--- src/hw/rtl/multi_key_timer_debouncer_defines.svh ---
// Assertion macros used by the debouncer RTL.
`ifndef MULTI_KEY_TIMER_DEBOUNCER_DEFINES_SVH
`define MULTI_KEY_TIMER_DEBOUNCER_DEFINES_SVH

// The consequent must hold in the same cycle as the antecedent.
`define MKTD_ASSERT_NOW(label, clk, rst_n, ante, cons) \
    label: assert property (@(posedge clk) disable iff (!rst_n) (ante) |-> (cons)) \
        else $error("debouncer assertion failed");

// The consequent must hold in the cycle after the antecedent.
`define MKTD_ASSERT_NEXT(label, clk, rst_n, ante, cons) \
    label: assert property (@(posedge clk) disable iff (!rst_n) (ante) |=> (cons)) \
        else $error("debouncer assertion failed");

`endif

--- src/hw/rtl/mktd_pkg.sv ---
`timescale 1ns / 1ps

package mktd_pkg;

    localparam int KEYS     = 4;
    localparam int IO_KEYS  = 4;
    localparam int CNT_W    = 16;
    localparam int STATES_W = 2 * IO_KEYS;

    localparam logic [CNT_W-1:0] SETTLE_RESET  = 16'd2;
    localparam logic [CNT_W-1:0] RECHECK_RESET = 16'd10;

    typedef enum logic [1:0] {
        KEY_PRESSED = 2'd0,
        KEY_UP      = 2'd1,
        KEY_UNSURE  = 2'd2
    } t_key_state;

    typedef enum logic {
        REG_SETTLE  = 1'b0,
        REG_RECHECK = 1'b1
    } t_cfg_index;

    function automatic logic [CNT_W-1:0] eff_delay(input logic [CNT_W-1:0] d);
        eff_delay = (d == '0) ? CNT_W'(1) : d;
    endfunction

endpackage

--- src/hw/rtl/multi_key_timer_debouncer.sv ---
`timescale 1ns / 1ps
`include "multi_key_timer_debouncer_defines.svh"

// Channel | Handshake                      | Payload
// --------+--------------------------------+----------------------------------------------
// tick in | i_in_valid / o_in_ready        | i_pin_levels, i_falling_edges, i_read_strobe
// result  | o_out_valid / i_out_ready      | o_key_states, o_led_lines, o_press_pending
// config  | i_cfg_valid / o_cfg_ready      | i_cfg_index, i_cfg_data
//
// The key state and the result register load at the same edge when a tick is accepted.
// One tick is accepted per cycle while the result register is empty or being drained.
// A stalled result holds the input off only until the result transaction completes.
// Synchronous active-low reset sets all keys up, timers idle, delays to 2 and 10.
// Configuration writes are always accepted.

module multi_key_timer_debouncer (
    input  logic                          i_clk,
    input  logic                          i_rst_n,
    input  logic                          i_in_valid,
    output logic                          o_in_ready,
    input  logic [mktd_pkg::IO_KEYS-1:0]  i_pin_levels,
    input  logic [mktd_pkg::IO_KEYS-1:0]  i_falling_edges,
    input  logic                          i_read_strobe,
    output logic                          o_out_valid,
    input  logic                          i_out_ready,
    output logic [mktd_pkg::STATES_W-1:0] o_key_states,
    output logic [mktd_pkg::IO_KEYS-1:0]  o_led_lines,
    output logic                          o_press_pending,
    input  logic                          i_cfg_valid,
    output logic                          o_cfg_ready,
    input  mktd_pkg::t_cfg_index          i_cfg_index,
    input  logic [mktd_pkg::CNT_W-1:0]    i_cfg_data
);
    import mktd_pkg::*;

    logic [CNT_W-1:0]          r_settle;
    logic [CNT_W-1:0]          r_recheck;
    t_key_state                r_state [KEYS];
    logic [CNT_W-1:0]          r_count [KEYS];
    logic [KEYS-1:0]           r_armed;
    logic [KEYS-1:0]           r_led;
    logic                      r_pending;
    logic                      r_out_valid;
    logic [STATES_W-1:0]       r_key_states;
    logic [IO_KEYS-1:0]        r_led_lines;
    logic                      r_press_pending;

    t_key_state                n_state [KEYS];
    logic [CNT_W-1:0]          n_count [KEYS];
    logic [KEYS-1:0]           n_armed;
    logic [KEYS-1:0]           n_led;
    logic                      n_pending;

    logic                      w_in_acc;
    logic                      w_cfg_acc;
    logic [KEYS+IO_KEYS-1:0]   w_pin_ext;
    logic [KEYS+IO_KEYS-1:0]   w_fell_ext;
    logic [KEYS-1:0]           w_pin_low;
    logic [KEYS-1:0]           w_fell;
    logic [CNT_W-1:0]          w_settle_eff;
    logic [CNT_W-1:0]          w_recheck_eff;
    logic [2*(KEYS+IO_KEYS)-1:0] w_states_ext;
    logic [KEYS+IO_KEYS-1:0]   w_led_ext;
    logic [KEYS-1:0]           w_cnt_zero;
    logic [KEYS-1:0]           w_not_up;

    assign w_in_acc    = i_in_valid && o_in_ready;
    assign w_cfg_acc   = i_cfg_valid && o_cfg_ready;
    assign o_in_ready  = !r_out_valid || i_out_ready;
    assign o_cfg_ready = 1'b1;

    assign o_out_valid     = r_out_valid;
    assign o_key_states    = r_key_states;
    assign o_led_lines     = r_led_lines;
    assign o_press_pending = r_press_pending;

    // Keys without a pin never see an edge or a low level.
    assign w_pin_ext     = {{KEYS{1'b0}}, ~i_pin_levels};
    assign w_fell_ext    = {{KEYS{1'b0}}, i_falling_edges};
    assign w_pin_low     = w_pin_ext[KEYS-1:0];
    assign w_fell        = w_fell_ext[KEYS-1:0];
    assign w_settle_eff  = eff_delay(r_settle);
    assign w_recheck_eff = eff_delay(r_recheck);

    always_comb begin
        n_led     = r_led;
        n_pending = r_pending;
        if (i_read_strobe) begin
            n_led     = '0;
            n_pending = 1'b0;
        end
        for (int k = 0; k < KEYS; k++) begin
            n_state[k] = r_state[k];
            n_count[k] = r_count[k];
            n_armed[k] = r_armed[k];
            if (r_armed[k]) begin
                if (r_count[k] != '0) begin
                    n_count[k] = r_count[k] - CNT_W'(1);
                end
                if (n_count[k] == '0) begin
                    if (w_pin_low[k]) begin
                        if (r_state[k] == KEY_UNSURE) begin
                            n_state[k] = KEY_PRESSED;
                            n_led[k]   = 1'b1;
                            n_pending  = 1'b1;
                        end
                        n_count[k] = w_recheck_eff;
                    end else begin
                        n_state[k] = KEY_UP;
                        n_armed[k] = 1'b0;
                    end
                end
            end
            if (w_fell[k] && n_state[k] == KEY_UP) begin
                n_state[k] = KEY_UNSURE;
                n_count[k] = w_settle_eff;
                n_armed[k] = 1'b1;
            end
        end
    end

    always_comb begin
        w_states_ext = '0;
        w_led_ext    = '0;
        w_led_ext[KEYS-1:0] = n_led;
        for (int k = 0; k < KEYS; k++) begin
            w_states_ext[2*k +: 2] = n_state[k];
        end
    end

    always_comb begin
        for (int k = 0; k < KEYS; k++) begin
            w_cnt_zero[k] = (r_count[k] == '0);
            w_not_up[k]   = (r_state[k] != KEY_UP);
        end
    end

    always_ff @(posedge i_clk) begin
        if (!i_rst_n) begin
            r_settle  <= SETTLE_RESET;
            r_recheck <= RECHECK_RESET;
        end else if (w_cfg_acc) begin
            unique case (i_cfg_index)
                REG_SETTLE:  r_settle  <= i_cfg_data;
                REG_RECHECK: r_recheck <= i_cfg_data;
                default: begin
                end
            endcase
        end
    end

    always_ff @(posedge i_clk) begin
        if (!i_rst_n) begin
            for (int k = 0; k < KEYS; k++) begin
                r_state[k] <= KEY_UP;
                r_count[k] <= '0;
            end
            r_armed   <= '0;
            r_led     <= '0;
            r_pending <= 1'b0;
        end else if (w_in_acc) begin
            for (int k = 0; k < KEYS; k++) begin
                r_state[k] <= n_state[k];
                r_count[k] <= n_count[k];
            end
            r_armed   <= n_armed;
            r_led     <= n_led;
            r_pending <= n_pending;
        end
    end

    always_ff @(posedge i_clk) begin
        if (!i_rst_n) begin
            r_out_valid <= 1'b0;
        end else if (w_in_acc) begin
            r_out_valid <= 1'b1;
        end else if (i_out_ready) begin
            r_out_valid <= 1'b0;
        end
    end

    always_ff @(posedge i_clk) begin
        if (w_in_acc) begin
            r_key_states    <= w_states_ext[STATES_W-1:0];
            r_led_lines     <= w_led_ext[IO_KEYS-1:0];
            r_press_pending <= n_pending;
        end
    end

    // An armed timer always holds a nonzero count between ticks.
    `MKTD_ASSERT_NOW(a_armed_nonzero, i_clk, i_rst_n, 1'b1, (r_armed & w_cnt_zero) == '0)
    // A key that is not up always has its timer running.
    `MKTD_ASSERT_NOW(a_not_up_armed, i_clk, i_rst_n, 1'b1, (w_not_up & ~r_armed) == '0)
    // A lit LED line implies a pending press.
    `MKTD_ASSERT_NOW(a_led_pending, i_clk, i_rst_n, r_led != '0, r_pending)
    // An accepted tick always leaves a result waiting.
    `MKTD_ASSERT_NEXT(a_result_after_tick, i_clk, i_rst_n, w_in_acc, r_out_valid)

endmodule
--- config.mk ---
export PLATFORM = sky130hd
export DESIGN_NAME = multi_key_timer_debouncer
export DESIGN_NICKNAME = d
export VERILOG_FILES = /design/src/hw/rtl/mktd_pkg.sv /design/src/hw/rtl/multi_key_timer_debouncer.sv
export VERILOG_INCLUDE_DIRS = /design/src /design/src/hw/rtl
export SDC_FILE = /design/constraint.sdc
export NUM_CORES = 1
export LEC_CHECK = 0
export ABC_CLOCK_PERIOD_IN_PS = 7830
export BUFFER_PORTS_ARGS = -buffer_cell sky130_fd_sc_hd__buf_2
export CORE_ASPECT_RATIO = 0.9
export CORE_MARGIN = 5
export CORE_UTILIZATION = 45
export CTS_CLUSTER_DIAMETER = 80
export DETAILED_ROUTE_END_ITERATION = 16
export SYNTH_ARGS = -nofsm -noshare
export SYNTH_HDL_FRONTEND = slang
export SYNTH_SLANG_ARGS = --single-unit
--- constraint.sdc ---
create_clock -name i_clk -period 7.83 [get_ports i_clk]
set_input_delay 1.566 -clock i_clk [delete_from_list [all_inputs] [get_ports i_clk]]
set_output_delay 1.566 -clock i_clk [all_outputs]
set_load 0.02 [all_outputs]
; After elaboration in Yosys (flattened, before gate mapping)
; Memories as Yosys holds them, arrays and structs flattened.
; Cells that the tools add are included.
[totals]
register_bits = 55
latchBits = 0
ramBits = 72
romBits = 0
inputBits = 31
out_inout_bits = 16
word_cells = 163
mem_count = 2
[op_classes]
addsub = 4
multipliers = 0
n_div = 0
n_lt_le_gt_ge = 0
n_eq_ne = 8
shifts = 0
mux = 110
n_bitwise = 10
n_reduce_logical = 20
[memory_table]
columns = memory, words, word_bits, rd, rd_ports_with_merged_regs, wr, line_no
row1 = r_count, 4, 16, 4, 0, 4, multi_key_timer_debouncer.sv:39  ; logic [CNT_W-1:0] r_count [KEYS];
row2 = r_state, 4, 2, 4, 0, 4, multi_key_timer_debouncer.sv:38  ; t_key_state r_state [KEYS];
[ops]
columns = op, n
row1 = 16-bit 2-to-1 mux, 30
row2 = 16-bit logical NOT, 6
row3 = 16-bit nonzero test, 4
row4 = "16-bit by 1-bit subtractor with 16-bit output, second input constant", 4
row5 = 1-bit 2-to-1 mux, 55
row6 = 2-bit 2-to-1 mux, 24
row7 = "2-bit by 1-bit equality test with 1-bit output, second input constant", 4
row8 = "2-bit equality test, second input constant", 4
row9 = 1-bit OR, 8
row10 = 1-bit logical AND, 5
row11 = 4-bit 2-to-1 mux, 1
row12 = 4-bit NOT, 1
row13 = 2-bit AND reduction, 2
row14 = 2-bit nonzero test, 1
row15 = 1-bit logical NOT, 1
row16 = 1-bit logical OR, 1
row17 = 1-bit NOT, 1

; Depth between registers and ports, before layout
; Gate-level depths: netlist of run 1.
; An unclocked memory read counts as a cell.
[logic_depth]
depth_word = 19
mapped_depth = 12
mapped_depth_nobuf = 10

; Worst setup path after synthesis of run 1
; OpenSTA, ideal clock, no wires.
[synth_path]
kind = input to register
startpoint = input i_out_ready
endpoint = memory r_count[0][0], enable pin
setup_time_ns = 0.411
arrival_ns = 3.327
path_slack_ns = 4.092
stages = 4
path_buffers = 1
path_cell_list = nand2b_1 > nand2_1 > clkbuf_1 > o21ai_0
[synth_lines]
columns = element, line_no
row1 = from (decl), multi_key_timer_debouncer.sv:25  ; input logic i_out_ready,
row2 = to (decl), multi_key_timer_debouncer.sv:39

==> summary.md, run 1 <==
| Metric | Value |
|---|---|
| Outcome | `finished, final reports clean` |
| Critical R2R Launch | `r_count[2][0]$_SDFFCE_PN0P_` |
| TritonCTS Sinks | `127` |
| Die ar. | `~0.021 mm2` |
| Worst-skew pair later-pin latency | `430 ps` |
| Synthesized instance count | `roughly 960` |
| Critical path class | `register to register` |
| Gr ovfl total | `0` |
| Synth area leaders | `edfxtp_1, dfxtp_1, a21oi_1` |
| DR vias/cell | `6.22` |
| RD Place Congestion | `approximately 0.9` |
| Postcts setup bufs | `0` |
| Slew Limit Fails | `0` |
| Synth top area share | `31.0%` |
| Number of inserted diodes | `0` |
| Hold path startpoint | `r_led[0]$_SDFFE_PN0P_` |
| Synth warnings | `0` |
| CP Launch Type | `register` |
| Largest net degree at the start of global routing | `between 60 and 70` |
| Die Wd | `approximately 150 um` |
| PD cells | `about 220 mW/mm2` |
| Max-cap violations | `0` |
| Deepest clock path buffer count | `2` |
| Post-Synthesis Net Count | `~1000` |
| M1 WL | `approximately 12000 um` |
| Layout area overhead | `11.9%` |
| CP Data Required Time | `7880 ps` |
| Fill cells | `between 1500 and 2000` |
| Max layer used | `met4` |
| RSZ-0062 raised after global routing | `no` |
| Hold Path Stages | `2` |
| Routed WL | `between 20000 and 30000 um` |
| Pleak | `around 3.2 nW` |
| # rows | `47` |
| Yosys top cell by area | `edfxtp_1` |
| Met2 routed WL | `11100 um` |
| Setup TNS | `0 ps` |
| EDFF count, synth | `85` |
| Initial Util | `about 45%` |
| Syn Std Cell Area | `~0.008 mm2` |
| Post-synth top flop | `edfxtp_1` |
| I/O Pins | `47` |
| Min Tclk post-route | `~4300 ps` |
| Sequential area share after synthesis | `between 40% and 50%` |
| Post-synth cell types | `77` |
| Total CTS buffers | `17` |
| Vias post-DR | `a little under 8000` |
| Clock Skew | `about 8.1 ps` |
| Clock H-tree levels | `4` |
| Hold WC Path Type | `register to register` |
| Cts repair resizes | `0` |
| Drt drc | `0` |
| Final Cycle Share | `about 54%` |
| Share of layout cells above drive strength 1 | `between 10% and 20%` |
| Port bufs | `45` |
| ANT nets after route | `0` |
| Pre-antenna DRT Iters | `5` |
| Reg clk slew, reported paths | `about 60 ps` |
| F_max | `234 MHz` |
| Gr usage total | `roughly a quarter` |
| Core ar. | `0.0182 mm2` |
| Yosys reg bits | `around 130` |
| Vias in the first global route | `about 7000` |
| Avg Cell Area, Syn | `8.54 um2` |
| Initial DRC count | `about 820` |
| Met3 Wirelength | `between 2000 and 2500 um` |
| Register area | `0.00339 mm2` |
| Worst slew pin tran | `roughly 1100 ps` |
| Layout Nets | `~1000` |
| Routed WL per cell | `20.9 um` |
| Crit. End Element | `register` |
| Worst R2R Path Depth | `11` |
| Register-to-register setup slack | `between 3000 and 4000 ps` |
| Initial antenna violation count | `0` |
| CTS tree | `done` |
| Final Hold Vio Count | `0` |
| FFs w/ async S/R, synth | `0%` |
| Hold_buf cts | `0` |
| Slew Limit Headroom | `24.0%` |
| Top fanout value on the critical path | `34` |
| Clock root buffer master | `clkbuf_16` |
| Arrival @ worst endpoint | `around 4300 ps` |
| First-pass GRT wire length | `about 40000 um` |
| Max IR drop VDD | `around 170 uV` |
| # setup viols final | `0` |
| Area of the multi-input gates | `0.00452 mm2` |
| Final Core Density | `between 50% and 60%` |
| Die span in y | `about 140 um` |
| Dpl hpwl | `17600 um` |
| Worst reg2reg endpoint | `r_count[2][4]$_SDFFCE_PN0P_` |
| Hold EP | `r_led[0]$_SDFFE_PN0P_` |
==> worst max-delay path: stages, from the launching register on <==
cell	delay (ps)
edfxtp_1	450
inv_1	120
ha_1	240
or4b_4	520
nor4b_1	380
mux2i_1	340
o2111ai_1	340
nor4_4	360
o21ai_2	90
buf_4	230
a21oi_1	160
nand2b_1	650
==> area by class of cell <==
class,instances,area share (%)
clock buffers,23,5.31
clock inverters,9,1.15
inverters,30,1.22
multi-input cells,755,49.0
flip-flops and latches,127,36.8
well taps,245,3.33
repair buffers,53,3.10
==> sequential cells by signal (all words and copies together) (netlist names) <==
| name | cells |
|---|---|
| r_pending | 1 |
| r_settle | 16 |
| o_key_states | 8 |
| o_out_valid | 1 |
| r_count | 64 |
| r_recheck | 16 |
| r_armed | 4 |
| r_state | 8 |
| o_led_lines | 4 |
| o_press_pending | 1 |
| r_led | 4 |
==> metrics by stage <==
step | area [um2] | std cells | hold slack [ps] | total power [W] | setup WS, ps
2_1_floorplan | 8230 | 964 | 431 | 0.00108 | 4090
3_3_place_gp | 8610 | 1210 | 442 | 0.00120 | 3650
3_5_place_dp | 8610 | 1210 | 451 | 0.00120 | 3550
4_1_cts | 9210 | 1242 | 459 | 0.00199 | 3540
5_1_grt | 9210 | 1242 | 490 | 0.00207 | 3170
6_report | 9210 | 1242 | 453 | 0.00199 | 3560
==> Yosys cell counts, drive strengths merged, types with 12 or more instances <==
master  count
or3        17
mux2i      13
inv        30
nor4       29
a211oi     15
or4        12
a21boi     36
o21ai      97
nor2       58
and2       12
dfxtp      42
clkbuf     39
a21oi      98
xnor2      18
nand4      16
nand2     120
nor3       44
nand3      19
a31oi      16
nand2b     15
edfxtp     85
buf        13
==> cell usage in the layout, fill, tap and decap left out, drive strengths merged, types with 8 or more instances in the layout <==
cell,count
nand2,120
a21oi,98
o21ai,97
edfxtp,85
nor2,58
buf,53
nor3,44
dfxtp,42
a21boi,36
inv,30
nor4,29
clkbuf,23
nand3,19
xnor2,18
or3,17
nand4,16
a31oi,16
nand2b,15
a211oi,15
mux2i,13
and2,12
or4,12
nor2b,8
xor2,8
a221oi,8
and3,8
==> layer usage <==
metal	GRT usage [%]	up-vias
li1	-	3692
met1	36.1	3704
met2	34.8	279
met3	6.38	46
met4	6.33	0
met5	0	-
==> logic make-up after synthesis <==
| group | Yosys count | share of synthesized area [%] |
|---|---|---|
| compound gates | 316 | 23.6 |
| xor+xnor | 26 | 2.77 |
| fa+ha+maj | 4 | 0.608 |
| buf+inv | 82 | 4.06 |
| flops | 127 | 41.2 |
| mux | 14 | 1.72 |
| other cells | 1 | 0.0456 |
| simple gates | 394 | 25.9 |
==> worst max-delay path by stage <==
stage / from / end / slack, ps / cells past startpoint
floorplan: i_out_ready / r_count[0][0]$_SDFFCE_PN0P_ / 4090 / 4
global placement: r_count[2][0]$_SDFFCE_PN0P_ / r_count[2][0]$_SDFFCE_PN0P_ / 3650 / 11
detailed placement: r_count[2][0]$_SDFFCE_PN0P_ / r_count[2][0]$_SDFFCE_PN0P_ / 3550 / 11
CTS: r_count[2][0]$_SDFFCE_PN0P_ / r_count[2][5]$_SDFFCE_PN0P_ / 3540 / 11
global route: r_count[1][0]$_SDFFCE_PN0P_ / r_count[1][8]$_SDFFCE_PN0P_ / 3170 / 10
finish: r_count[2][0]$_SDFFCE_PN0P_ / r_count[2][4]$_SDFFCE_PN0P_ / 3560 / 11
==> power by group <==
part           internal [W]  switching (W)  leakage, nW
sequential         0.000774      0.0000865         1.22
clock              0.000503       0.000296        0.284
combinational      0.000124       0.000205         1.69
total               0.00140       0.000588         3.20
Power figures use the tool's default switching activity.
==> run 2, diff against run 1 <==
--- a/config.mk
+++ b/config.mk
@@ -6,7 +6,7 @@
 export SDC_FILE = /design/constraint.sdc
 export NUM_CORES = 1
 export LEC_CHECK = 0
-export ABC_CLOCK_PERIOD_IN_PS = 7830
+export ABC_CLOCK_PERIOD_IN_PS = 3700
 export BUFFER_PORTS_ARGS = -buffer_cell sky130_fd_sc_hd__buf_2
 export CORE_ASPECT_RATIO = 0.9
 export CORE_MARGIN = 5
==> constraint.sdc (replaced) <==
create_clock -name i_clk -period 3.7 [get_ports i_clk]
set_input_delay 0.74 -clock i_clk [delete_from_list [all_inputs] [get_ports i_clk]]
set_output_delay 0.74 -clock i_clk [all_outputs]
set_load 0.02 [all_outputs]
==> run 2 against run 1 <==
  * Die area unchanged
  * Critical path type unchanged
  * Highest routed layer unchanged
  * Final cell count increased by 3.2%
  * Sequential share of layout area decreased by 1.4 points
  * Clock skew about the same
  * Non-clock buffer count increased by 40
  * Clock power increased by 120%
  * Total power increased by 120%
==> summary.md, run 2 (synthesized netlist as in run 1, its figures left out) <==
| Metric | Value |
|---|---|
| # setup viols final | `0 (unchanged)` |
| Share of layout cells above drive strength 1 | `15.0% (+3.7 points)` |
| Reg clk slew, reported paths | `60 ps (about the same)` |
| Worst-skew pair later-pin latency | `430 ps (about the same)` |
| CTS tree | `done` |
| Largest regs | `r_count x64, r_recheck x16, r_settle x16` |
| Inst Count DP | `1248 (+3.1%)` |
| Clock root buffer master | `clkbuf_16` |
| Placement Setup Slack | `171 ps (-3370 ps)` |
| Hold WC Path Type | `register to register` |
| Final Cycle Share | `93.3% (+39 points)` |
| Layout Nets | `1059 (+3.9%)` |
| Die ar. | `0.0211 mm2 (unchanged)` |
| Layout area overhead | `16.2%` |
| CP Data Required Time | `3960 ps (-3920 ps)` |
| RD Place Congestion | `0.937 (+2.6%)` |
| Worst reg2reg endpoint | `r_count[2][2]$_SDFFCE_PN0P_` |
| Hold path startpoint | `r_settle[0]$_SDFFE_PN0P_` |
| Port bufs | `45 (unchanged)` |
| Register area | `0.00339 mm2 (unchanged)` |
| Final WS setup | `249 ps (-3310 ps)` |
| CP max stage delay | `520 ps (-130 ps)` |
| Routed WL per cell | `20.1 um (-3.8%)` |
| Routed WL | `25800 um (-0.67%)` |
| Initial antenna violation count | `0 (unchanged)` |
| Initial DRC count | `934 (+14%)` |
| Hold Path Stages | `2 (unchanged)` |
| Critical path class | `register to register` |
| Clock H-tree levels | `4 (unchanged)` |
| Hold_buf cts | `0 (unchanged)` |
| Critical R2R Launch | `r_count[2][0]$_SDFFCE_PN0P_` |
| Worst slew pin tran | `666 ps (-471 ps)` |
| RSZ-0062 raised after global routing | `no` |
| Fill cells | `1697 (-2.3%)` |
| Gr usage total | `24.3% (+0.11 points)` |
| Worst R2R Path Depth | `11 (unchanged)` |
| PD cells | `449 mW/mm2 (+110%)` |
| Min Tclk post-route | `3450 ps (-815 ps)` |
| I/O Pins | `47 (unchanged)` |
| Final Hold Vio Count | `0 (unchanged)` |
| First-pass GRT wire length | `40800 um (+0.92%)` |
| F_max | `290 MHz (+24%)` |
| Top reg by flops | `r_count` |
| Pre-antenna DRT Iters | `5 (unchanged)` |
| CP Launch Type | `register` |
| Setup TNS | `0 ps (unchanged)` |
| Die Wd | `153 um (unchanged)` |
| Clock Skew | `7.87 ps (-0.216 ps)` |
| Max-cap violations | `0 (unchanged)` |
| Largest net degree at the start of global routing | `49 (-27%)` |
| Die span in y | `138 um (unchanged)` |
| Total CTS buffers | `17 (unchanged)` |
| Hold EP | `r_settle[0]$_SDFFE_PN0P_` |
| Top fanout value on the critical path | `33 (-2.9%)` |
| CP max-delay cell | `or4b_4` |
| Initial Util | `45.3% (unchanged)` |
| Drt drc | `0 (unchanged)` |
| Slew Limit Fails | `0 (unchanged)` |
| Vias in the first global route | `7112 (+2.1%)` |
| Layout Cells excl Fill | `1282 (+3.2%)` |
| ANT nets after route | `0 (unchanged)` |
| Outcome | `finished, final reports clean` |
| Most frequent cells in the layout | `nand2_1, a21oi_1, edfxtp_1` |
| Number of inserted diodes | `0 (unchanged)` |
| Commonest non-fill, non-tap cell in the layout | `nand2_1` |
| Pleak | `3.41 nW (+6.7%)` |
| # rows | `47 (unchanged)` |
| Arrival @ worst endpoint | `3710 ps (-600 ps)` |
| Crit. End Element | `register` |
| Start point of the critical path | `r_count[2][0]$_SDFFCE_PN0P_` |
| Register-to-register setup slack | `250 ps (-3310 ps)` |
| Slew Limit Headroom | `55.6% (+32 points)` |
| DR vias/cell | `6.06 (-2.5%)` |
| Largest register FFs | `64 (unchanged)` |
| Area of the multi-input gates | `0.00453 mm2 (+0.33%)` |
| Dpl hpwl | `18400 um (+4.3%)` |
| Final Hold Slack | `470 ps (+16.2 ps)` |
| Vias post-DR | `7770 (+0.63%)` |
| Max IR drop VDD | `370 uV (+120%)` |
| Core ar. | `0.0182 mm2 (unchanged)` |
| Critical-path cell list | `inv_1 > ha_1 > or4b_4 > nor4b_1 > mux2i_1 > o2111ai_2 > nor4_4 > o21ai_2 > buf_4 > and3_1 > nor3_1` |
| Deepest clock path buffer count | `2 (unchanged)` |
| Gr ovfl total | `0 (unchanged)` |
| Final Core Density | `52.6% (+1.9 points)` |
| TritonCTS Sinks | `127 (unchanged)` |
==> run 2: changes by cell type in the layout (fill, tap and decap cells not counted), sizes merged <==
cell / delta
buf: +40
inv: +1
clkinv: +1
bufinv: +1
clkbuf: -4
clkinvlp: +1
==> run 2: how the worst max path moves through the flow <==
| stage | end | slack (ps) | cells after the start |
|---|---|---|---|
| after CTS | r_count[2][2]$_SDFFCE_PN0P_ | 170 | 11 |
| after global routing | r_count[3][10]$_SDFFCE_PN0P_ | 50 | 10 |
| after global placement | r_count[2][10]$_SDFFCE_PN0P_ | 290 | 11 |
| final | r_count[2][2]$_SDFFCE_PN0P_ | 250 | 11 |
| after detailed placement | r_count[2][2]$_SDFFCE_PN0P_ | 170 | 11 |
| after floorplan | r_count[2][0]$_SDFFCE_PN0P_ | 150 | 10 |
==> run 2: through the flow <==
stage	cell area (um2)	power, W
after floorplan	8230	0.00229
after global placement	8920	0.00258
after detailed placement	8920	0.00258
after CTS	9530	0.00429
after global routing	9560	0.00447
final	9560	0.00430
==> run 2: repair_timing <==
action,in CTS,in global routing
gates resized for setup,0,2
setup endpoints to repair,0,13
setup buffers,0,2
==> run 2: critical path: cells and delay by family (launching register included) <==
kind	cells	cell delay (ps)
buffers and inverters	2	360
AO/OA/AOI/OAI	2	360
AND/OR/NAND/NOR	5	1590
flip-flops	1	430
multiplexers	1	310
adder cells (fa/ha/maj)	1	230
==> run 2: layout make-up <==
cell class,instances,area share [%]
multi-input cells,755,47.4
well taps,245,3.21
flip-flops and latches,127,35.5
clock inverters,13,1.73
repair buffers,93,6.39
inverters,30,1.18
clock buffers,19,4.63
==> run 2: routing by layer <==
metal	global-route usage [%]	up-vias	wire [um]
met4	6.19	0	476
met3	4.53	39	2150
met1	36.5	3610	11900
li1	-	3773	-
met2	36.2	348	11300
met5	0	-	0
==> run 2: where the power goes <==
| group | switching, W | leakage, nW | internal, W |
|---|---|---|---|
| clock | 0.000650 | 0.286 | 0.00108 |
| combinational | 0.000454 | 1.91 | 0.000305 |
| sequential | 0.000173 | 1.22 | 0.00164 |
